**src/rtl/mecanum_wheel_mixer_assert.svh**
```systemverilog
// Assertion macros for the mecanum wheel mixer top level.
`ifndef MECANUM_WHEEL_MIXER_ASSERT_SVH
`define MECANUM_WHEEL_MIXER_ASSERT_SVH

// Same-cycle implication, sampled on clk and disabled while rst_n is low.
`define MWM_ASSERT_IMP(lbl, ante, cons) \
  lbl: assert property (@(posedge clk) disable iff (!rst_n) (ante) |-> (cons)) \
    else $error("mecanum mixer check failed");

// Next-cycle implication, sampled on clk and disabled while rst_n is low.
`define MWM_ASSERT_NXT(lbl, ante, cons) \
  lbl: assert property (@(posedge clk) disable iff (!rst_n) (ante) |=> (cons)) \
    else $error("mecanum mixer check failed");

`endif

```
**src/rtl/mwm_pkg.sv**
```systemverilog
// Shared constants and types for the mecanum wheel mixer.
package mwm_pkg;

  localparam int POWER_W   = 9;
  localparam int HEAD_W    = 11;
  localparam int SIGN_W    = 2;
  localparam int SHARE_W   = 7;
  localparam int NEUTRAL_W = 11;
  localparam int PULSE_W   = 12;
  // The wheel value never exceeds the saturated power, so it fits the power width.
  localparam int QUOT_W    = POWER_W;
  localparam int WHEELS    = 4;

  localparam logic [NEUTRAL_W-1:0] NEUTRAL_RESET = 11'd1500;
  localparam logic [SHARE_W-1:0]   SHARE_MAX     = 7'd100;

  localparam int FULL_TURN   = 360;
  localparam int QUARTER     = 90;
  localparam int HEAD_OFFSET = 3 * FULL_TURN;

  // Rotation sign codes as they arrive on the port.
  localparam logic [SIGN_W-1:0] SGN_ZERO    = 2'b00;
  localparam logic [SIGN_W-1:0] SGN_POS     = 2'b01;
  localparam logic [SIGN_W-1:0] SGN_NEG_ALT = 2'b10;
  localparam logic [SIGN_W-1:0] SGN_NEG     = 2'b11;

  // Wheel order inside the datapath.
  localparam int WHL_LF = 0;
  localparam int WHL_LR = 1;
  localparam int WHL_RF = 2;
  localparam int WHL_RR = 3;

  localparam int CMD_LAT  = 2;
  localparam int COMP_LAT = 3;
  localparam int DIV_LAT  = QUOT_W + 1;
  localparam int OUT_LAT  = 1;
  localparam int PIPE_LAT = CMD_LAT + COMP_LAT + DIV_LAT + OUT_LAT;

  typedef struct packed {
    logic vld;
    logic zero;
  } beat_ctl_t;

endpackage

```
**src/rtl/mwm_comp.sv**
```systemverilog
// Drive components, their magnitude sum and the four wheel numerators.
module mwm_comp #(
  parameter int TRIG_FRAC_BITS = 15
) (
  input  logic                               clk,
  input  logic                               rst_n,
  input  logic                               in_vld,
  input  logic [mwm_pkg::POWER_W-1:0]        in_power,
  input  logic [mwm_pkg::SHARE_W-1:0]        in_share,
  input  logic [mwm_pkg::SHARE_W-1:0]        in_rest,
  input  logic [mwm_pkg::SIGN_W-1:0]         in_sign,
  input  logic signed [TRIG_FRAC_BITS+1:0]   in_cos,
  input  logic signed [TRIG_FRAC_BITS+1:0]   in_sin,
  output mwm_pkg::beat_ctl_t                 o_ctl,
  output logic [mwm_pkg::POWER_W-1:0]        o_power,
  output logic [TRIG_FRAC_BITS+17:0]         o_norm,
  output logic signed [TRIG_FRAC_BITS+18:0]  o_num [mwm_pkg::WHEELS]
);
  import mwm_pkg::*;

  localparam int F    = TRIG_FRAC_BITS;
  localparam int PCW  = F + 10;
  localparam int PRW  = POWER_W + SHARE_W;
  localparam int CW   = F + 17;
  localparam int NW   = F + 18;
  localparam int NUMW = NW + 1;

  // Stage 3: power times cos, sin and share.
  logic                   s3_vld_r;
  logic [POWER_W-1:0]     s3_power_r;
  logic [SHARE_W-1:0]     s3_rest_r;
  logic [SIGN_W-1:0]      s3_sign_r;
  logic signed [PCW-1:0]  s3_pc_r, s3_pc_nxt;
  logic signed [PCW-1:0]  s3_ps_r, s3_ps_nxt;
  logic [PRW-1:0]         s3_pr_r, s3_pr_nxt;
  logic signed [PCW-1:0]  pwr_s;

  assign pwr_s     = PCW'(signed'({1'b0, in_power}));
  assign s3_pc_nxt = pwr_s * PCW'(in_cos);
  assign s3_ps_nxt = pwr_s * PCW'(in_sin);
  assign s3_pr_nxt = PRW'(in_power) * PRW'(in_share);

  always_ff @(posedge clk) begin
    if (!rst_n) begin
      s3_vld_r <= 1'b0;
    end else begin
      s3_vld_r <= in_vld;
    end
  end

  always_ff @(posedge clk) begin
    s3_power_r <= in_power;
    s3_rest_r  <= in_rest;
    s3_sign_r  <= in_sign;
    s3_pc_r    <= s3_pc_nxt;
    s3_ps_r    <= s3_ps_nxt;
    s3_pr_r    <= s3_pr_nxt;
  end

  // Stage 4: forward, strafe and rotate components in units of 2^-F.
  logic                   s4_vld_r;
  logic [POWER_W-1:0]     s4_power_r;
  logic signed [CW-1:0]   s4_f_r, s4_f_nxt;
  logic signed [CW-1:0]   s4_s_r, s4_s_nxt;
  logic signed [CW-1:0]   s4_t_r, s4_t_nxt;
  logic signed [CW-1:0]   rest_s;
  logic [CW-1:0]          tmag;

  assign rest_s   = CW'(signed'({1'b0, s3_rest_r}));
  assign s4_f_nxt = CW'(s3_pc_r) * rest_s;
  assign s4_s_nxt = CW'(s3_ps_r) * rest_s;
  assign tmag     = CW'(s3_pr_r) << F;

  always_comb begin
    unique case (s3_sign_r)
      SGN_POS: s4_t_nxt = signed'(tmag);
      SGN_NEG: s4_t_nxt = -signed'(tmag);
      default: s4_t_nxt = '0;
    endcase
  end

  always_ff @(posedge clk) begin
    if (!rst_n) begin
      s4_vld_r <= 1'b0;
    end else begin
      s4_vld_r <= s3_vld_r;
    end
  end

  always_ff @(posedge clk) begin
    s4_power_r <= s3_power_r;
    s4_f_r     <= s4_f_nxt;
    s4_s_r     <= s4_s_nxt;
    s4_t_r     <= s4_t_nxt;
  end

  // Stage 5: magnitude sum and wheel numerators.
  beat_ctl_t               s5_ctl_r, s5_ctl_nxt;
  logic [POWER_W-1:0]      s5_power_r;
  logic [NW-1:0]           s5_norm_r, s5_norm_nxt;
  logic signed [NUMW-1:0]  s5_num_r [WHEELS];
  logic signed [NUMW-1:0]  s5_num_nxt [WHEELS];
  logic [NW-1:0]           fm, sm, tm;
  logic signed [NUMW-1:0]  fe, se, te;

  always_comb begin
    fm = NW'(s4_f_r[CW-1] ? -s4_f_r : s4_f_r);
    sm = NW'(s4_s_r[CW-1] ? -s4_s_r : s4_s_r);
    tm = NW'(s4_t_r[CW-1] ? -s4_t_r : s4_t_r);
    s5_norm_nxt = fm + sm + tm;
    fe = NUMW'(s4_f_r);
    se = NUMW'(s4_s_r);
    te = NUMW'(s4_t_r);
    s5_num_nxt[WHL_LF] = fe + se - te;
    s5_num_nxt[WHL_LR] = fe - se - te;
    s5_num_nxt[WHL_RF] = fe - se + te;
    s5_num_nxt[WHL_RR] = fe + se + te;
    s5_ctl_nxt.vld  = s4_vld_r;
    s5_ctl_nxt.zero = (s5_norm_nxt == '0);
  end

  always_ff @(posedge clk) begin
    if (!rst_n) begin
      s5_ctl_r <= '0;
    end else begin
      s5_ctl_r <= s5_ctl_nxt;
    end
  end

  always_ff @(posedge clk) begin
    s5_power_r <= s4_power_r;
    s5_norm_r  <= s5_norm_nxt;
    s5_num_r   <= s5_num_nxt;
  end

  assign o_ctl   = s5_ctl_r;
  assign o_power = s5_power_r;
  assign o_norm  = s5_norm_r;
  assign o_num   = s5_num_r;

endmodule

```
**config.mk**
```make
export PLATFORM = sky130hd
export DESIGN_NAME = mwm_comp
export DESIGN_NICKNAME = d
export VERILOG_FILES = /design/src/rtl/mecanum_wheel_mixer_assert.svh /design/src/rtl/mwm_pkg.sv /design/src/rtl/mwm_comp.sv
export SDC_FILE = /design/constraint.sdc
export NUM_CORES = 2
export LEC_CHECK = 0
export ABC_CLOCK_PERIOD_IN_PS = 8600
export BUFFER_PORTS_ARGS = -buffer_cell sky130_fd_sc_hd__buf_2
export CORE_MARGIN = 3
export CORE_UTILIZATION = 45
export DETAILED_ROUTE_END_ITERATION = 7
export MAX_ROUTING_LAYER = met4
export PLACE_DENSITY_LB_ADDON = 0.15
export SLEW_MARGIN = 30
export SYNTH_ARGS = -nofsm -noshare
export SYNTH_HDL_FRONTEND = slang
export SYNTH_SLANG_ARGS = --single-unit
```
**constraint.sdc**
```tcl
create_clock -name clk -period 8.6 [get_ports clk]
set_input_delay 0.86 -clock clk [delete_from_list [all_inputs] [get_ports clk]]
set_output_delay 0.86 -clock clk [all_outputs]
set_load 0.005 [all_outputs]
```
---- Word-level counts from Yosys, hierarchy flattened ----
Index checks and enable logic that the tools add are counted.
word-level totals
  bits in registers ....................... 371
  output and inout bits ................... 180
  logic and storage cells ................. 44
operators by class
  add/sub/neg operators ................... 12
  $mul .................................... 5
  eq/ne operators ......................... 2
  mux-type cells .......................... 4
  reduce and logical (&&, ||, !) cells .... 1
operators by type and width
  kind                                           count
  two-way mux 33 bit                             3
  negator 32 -> 33 bit                           3
  adder 33 x 32 -> 34 bit                        2
  subtractor 33 x 32 -> 34 bit                   2
  adder 33 bit                                   2
  multiplier 25 x 8 -> 32 bit                    2
  case mux 32 bit (2 select lines)               1
  multiplier 10 x 17 -> 25 bit                   2
  adder 32 x 32 -> 33 bit                        1
  zero test 33 bit                               1
  subtractor 32 x 32 -> 33 bit                   1
  negator 31 -> 32 bit                           1
  multiplier 9 x 7 -> 16 bit                     1
  == test 2 x 1 -> 1 bit, second input constant  1
  == test 2 bit, second input constant           1

---- Depth between registers and ports, before layout ----
  depth in word-level cells ............... 5
  mapped depth ............................ 25

---- Worst setup path after synthesis ----
OpenSTA, ideal clock, no wires.
  path kind ............................... in2reg
  start ................................... in in_power[1] (netlist bit)
  end ..................................... reg s3_pc_r[24]
  arrival ................................. 6264 ps
  required time ........................... 8528 ps
  path slack .............................. 2263 ps
  stages .................................. 22
  buffers on the path ..................... 1
  cell sequence ........................... clkbuf_1 -> nand2_1 -> fa_1 -> inv_1 -> fa_1 -> fa_1 -> fa_1 -> inv_1 -> fa_1 -> inv_1 -> ha_1 -> a21o_1 -> a21oi_1 -> a21boi_0 -> o21bai_1 -> o21ai_1 -> o311ai_0 -> a21oi_1 -> o41ai_1 -> o21bai_1 -> a21oi_1 -> xnor2_1
between the ends
  longest elaborated chain between the ends .. 1
RTL lines
  item                          RTL line        RTL
  start, declared               mwm_comp.sv:8   input logic [mwm_pkg::POWER_W-1:0] in_power,
  multiplier 10 x 17 -> 25 bit  mwm_comp.sv:39  assign s3_pc_nxt = pwr_s * PCW'(in_cos);
  named net s3_pc_nxt[24]       mwm_comp.sv:33  logic signed [PCW-1:0] s3_pc_r, s3_pc_nxt;
  end signal, assigned          mwm_comp.sv:55  s3_pc_r <= s3_pc_nxt;
  end, declared                 mwm_comp.sv:33
The timed path passes the listed nets, and every way through them passes these cells.
A chain may end at the register's enable or synchronous reset.

---- Final worst setup path ----
Ends and elaborated chain as after synthesis.

==> impl_results.md <==
* Seq/Total Area, Yosys at 16.8%
* Layout cells sized above 1 at 7.71%
* Initial Util at 45.7%
* HP Class: flop to flop
* Status: finished, final reports clean
* Initial DRC Count at 1,353
* Area share of the largest cell type after synthesis at 27.0%
* Placement Setup Slack at 1.18 ns
* Clk_lat worst skew at 0.61 ns
* Post-DR vias/cell at 4.98
* Die area at 95,600 um2
* Min-Delay Startpoint: s3_power_r[6]
* Post-synthesis adder-cell area fraction at 40.8%
* Critical path class: primary input to flop
* Clock sink count at 348
* RSZ-0062 raised after global routing: no
* DRC viols at 0
* Multiplexer share of the synthesized area at 0.0514%
* Number of enable flip-flop cells after synthesis at 0
* Storage cell area at 6980 um2
* Worst-path clk slew at 0.05 ns
* Hold WS at 0.324 ns
* All-Layer GR Usage at 21.6%
* Final net count at 5,821
* Final Worst Setup Slack at 1.85 ns
* CP startpoint kind: primary input
* Clock skew at 0.0229 ns
* Placed cells at 5,877
* Maxcap violations at 0
* Combinational family with the most area after synthesis: adder cells
* Ys Warns at 0
* Crit path max fanout at 42
* Setup TNS at 0 ns
* GRT overflow at 0
* Post-CTS Setup Repair Bufs at 0
* Worst setup EP type: flop
* R2R depth at 22
* FFs w/ async S/R, synth at 0%
* Crit share post-route at 78.5%
* Slew Viols, Final at 0
* Worst reg-to-reg setup slack at 1.88 ns
* Number of global-route vias before repair at 30,000
* Buffers from clock root to sink, at most at 3
* GPL Wtd Cong at 0.880
* H-tree depth at 2
* Final Hold Fails at 0
* Max Freq at 148 MHz
* Worst path max stage delay at 0.70 ns
* Slowest stage cell, crit path: buf_2
* HPWL Detailed at 82,100 um
* TritonCTS clock tree: done
* Slew margin rel. at 36.9%
* IO Port Bufs at 241
* Num CTS Buffers at 43
* Number of cells on the worst hold path at 0
* First-pass GRT wire length at 161,000 um
* Largest net degree at the start of global routing at 51
* DR vias at 29,700
* Wire per inst at 16.7 um
* Hold-fix buffers at CTS at 0
* Initial antenna violation count at 1
* Xor and xnor area share after synthesis at 7.98%
* Footprint of the multi-input gates at 30,700 um2
* Core area at 90,600 um2
* Synthesized area at 41,400 um2
* Post-synth top cells: 840 x inv_1, 558 x fa_1, 462 x and2_1
* Most numerous cell in the Yosys netlist: inv_1
* Post-route antenna net violation count at 0
* Critical path arrival at 7.27 ns
* Top post-synthesis cells by area: fa_1 27%, dfxtp_1 17%, ha_1 14%
* Io pins at 242
* R2R Path Start: s4_s_r[1]
* Layout overhead on the synthesized area at 8.91%
* Crit Reg-Reg Endpoint: o_num[100]
* Simple-gate share of the synthesized area at 15.7%
* Post-synth top area cell: fa_1
* Post-CTS sizing at 0
* Unique masters post-synth at 80
* Row count at 110
* Cells after synthesis at 4,581
* # setup viols final at 0
* DR pass1 iterations at 6
* Syn Area/Cell at 9.03 um2
* Critical Path Most Common Cell: fa_1
* Root Buffer: clkbuf_16
* Die H at 309 um
* Required @ worst endpoint at 9.12 ns
* Fill count at 8,822
* Final WL at 99,200 um
* Synthesis-stage register bit count at 348
* Mapped Nets at 5,656
* Worst-margin pin slew at 0.946 ns
* Complex-gate fraction of the synthesized area at 9.59%
* Non-filler cells, final at 5,953
* Tmin final at 6.75 ns
* Ys flop type: dfxtp_1
* Crit-path cells: buf_2, nand2_1, fa_1, inv_1, fa_1, fa_1, fa_1, inv_1, fa_1, inv_1, ha_1, a21o_1, a21oi_1, a21boi_0, o21bai_1, o21ai_1, o311ai_0, a21oi_1, o41ai_1, o21bai_1, a21oi_1, xnor2_1
* Die X at 309 um
* WHS Endpoint: s4_power_r[6]
metrics by stage:
step / util, % / instance area [um2]
floorplan: - / 41400
detailed placement: 48.1 / 43600
CTS: 49.7 / 45000
global route: 49.7 / 45000
finish: 49.7 / 45000
global placement: 48.1 / 43600
worst max-delay path: cells and delay by family:
kind	cells	cell delay, ns
AOI/OAI and AO/OA	10	2.36
xor gates and xnor gates	1	0.14
adders and majority gates	6	2.86
and+or+nand+nor	1	0.19
buffers and inverters	4	0.84
final cells by class:
type | count | area share [%]
well taps | 1176 | 3.27
inverters | 843 | 7.02
clock inverters | 22 | 0.644
clock buffers | 52 | 2.55
flip-flops and latches | 348 | 15.5
multi-input cells | 3252 | 68.1
diodes | 2 | 0.0111
repair buffers | 258 | 2.96
registers in the layout, indices dropped and copies added, names as in the netlist:
| name | flops |
|---|---|
| o_num | 129 |
| o_norm | 32 |
| s4_f_r | 32 |
| s4_s_r | 32 |
| s3_pc_r | 25 |
| s3_ps_r | 25 |
| s4_t_r | 17 |
| s3_pr_r | 16 |
| o_power | 9 |
| s3_power_r | 9 |
| s4_power_r | 9 |
| s3_rest_r | 7 |
| o_ctl | 2 |
| s3_sign_r | 2 |
| s3_vld_r | 1 |
| s4_vld_r | 1 |
kinds of logic after synthesis:
family          Yosys count
simple gates           1269
fa+ha+maj              1013
buf+inv                 981
compound gates          591
xor+xnor                377
flops                   348
mux                       2
worst max path at each step:
stage	start	end	slack [ns]
floorplan	in_power[1]	s3_pc_r[24]	2.26
CTS	in_power[1]	s3_pc_r[24]	1.81
detailed placement	in_power[1]	s3_pc_r[24]	1.18
global route	in_power[1]	s3_pc_r[24]	1.36
finish	in_power[1]	s3_pc_r[24]	1.85
global placement	in_power[1]	s3_pc_r[24]	1.27
layer usage:
layer	part of all wire [%]	wire [um]	vias to the layer above	GRT usage (%)
met4	1.9	1930	0	4.73
met5	0	0	-	-
met1	48	47700	14400	29.5
met3	4.3	4310	94	2.84
met2	46	45300	505	34.2
li1	-	-	14700	-
placed cells by master (no fill, tap or decap), types with 57 or more instances in the layout:
cell and n:
buf_2 241, fa_1 558, nor2_1 186, and2_1 462, a21o_1 64, dfxtp_1 343
nand2_1 372, ha_1 455, a21oi_1 169, xnor2_1 288, inv_1 840, o21ai_0 85
nor3_1 57, xor2_1 89
Power is not shown: default switching activity piles up to over one toggle a cycle in this logic, so the estimate is an artifact.
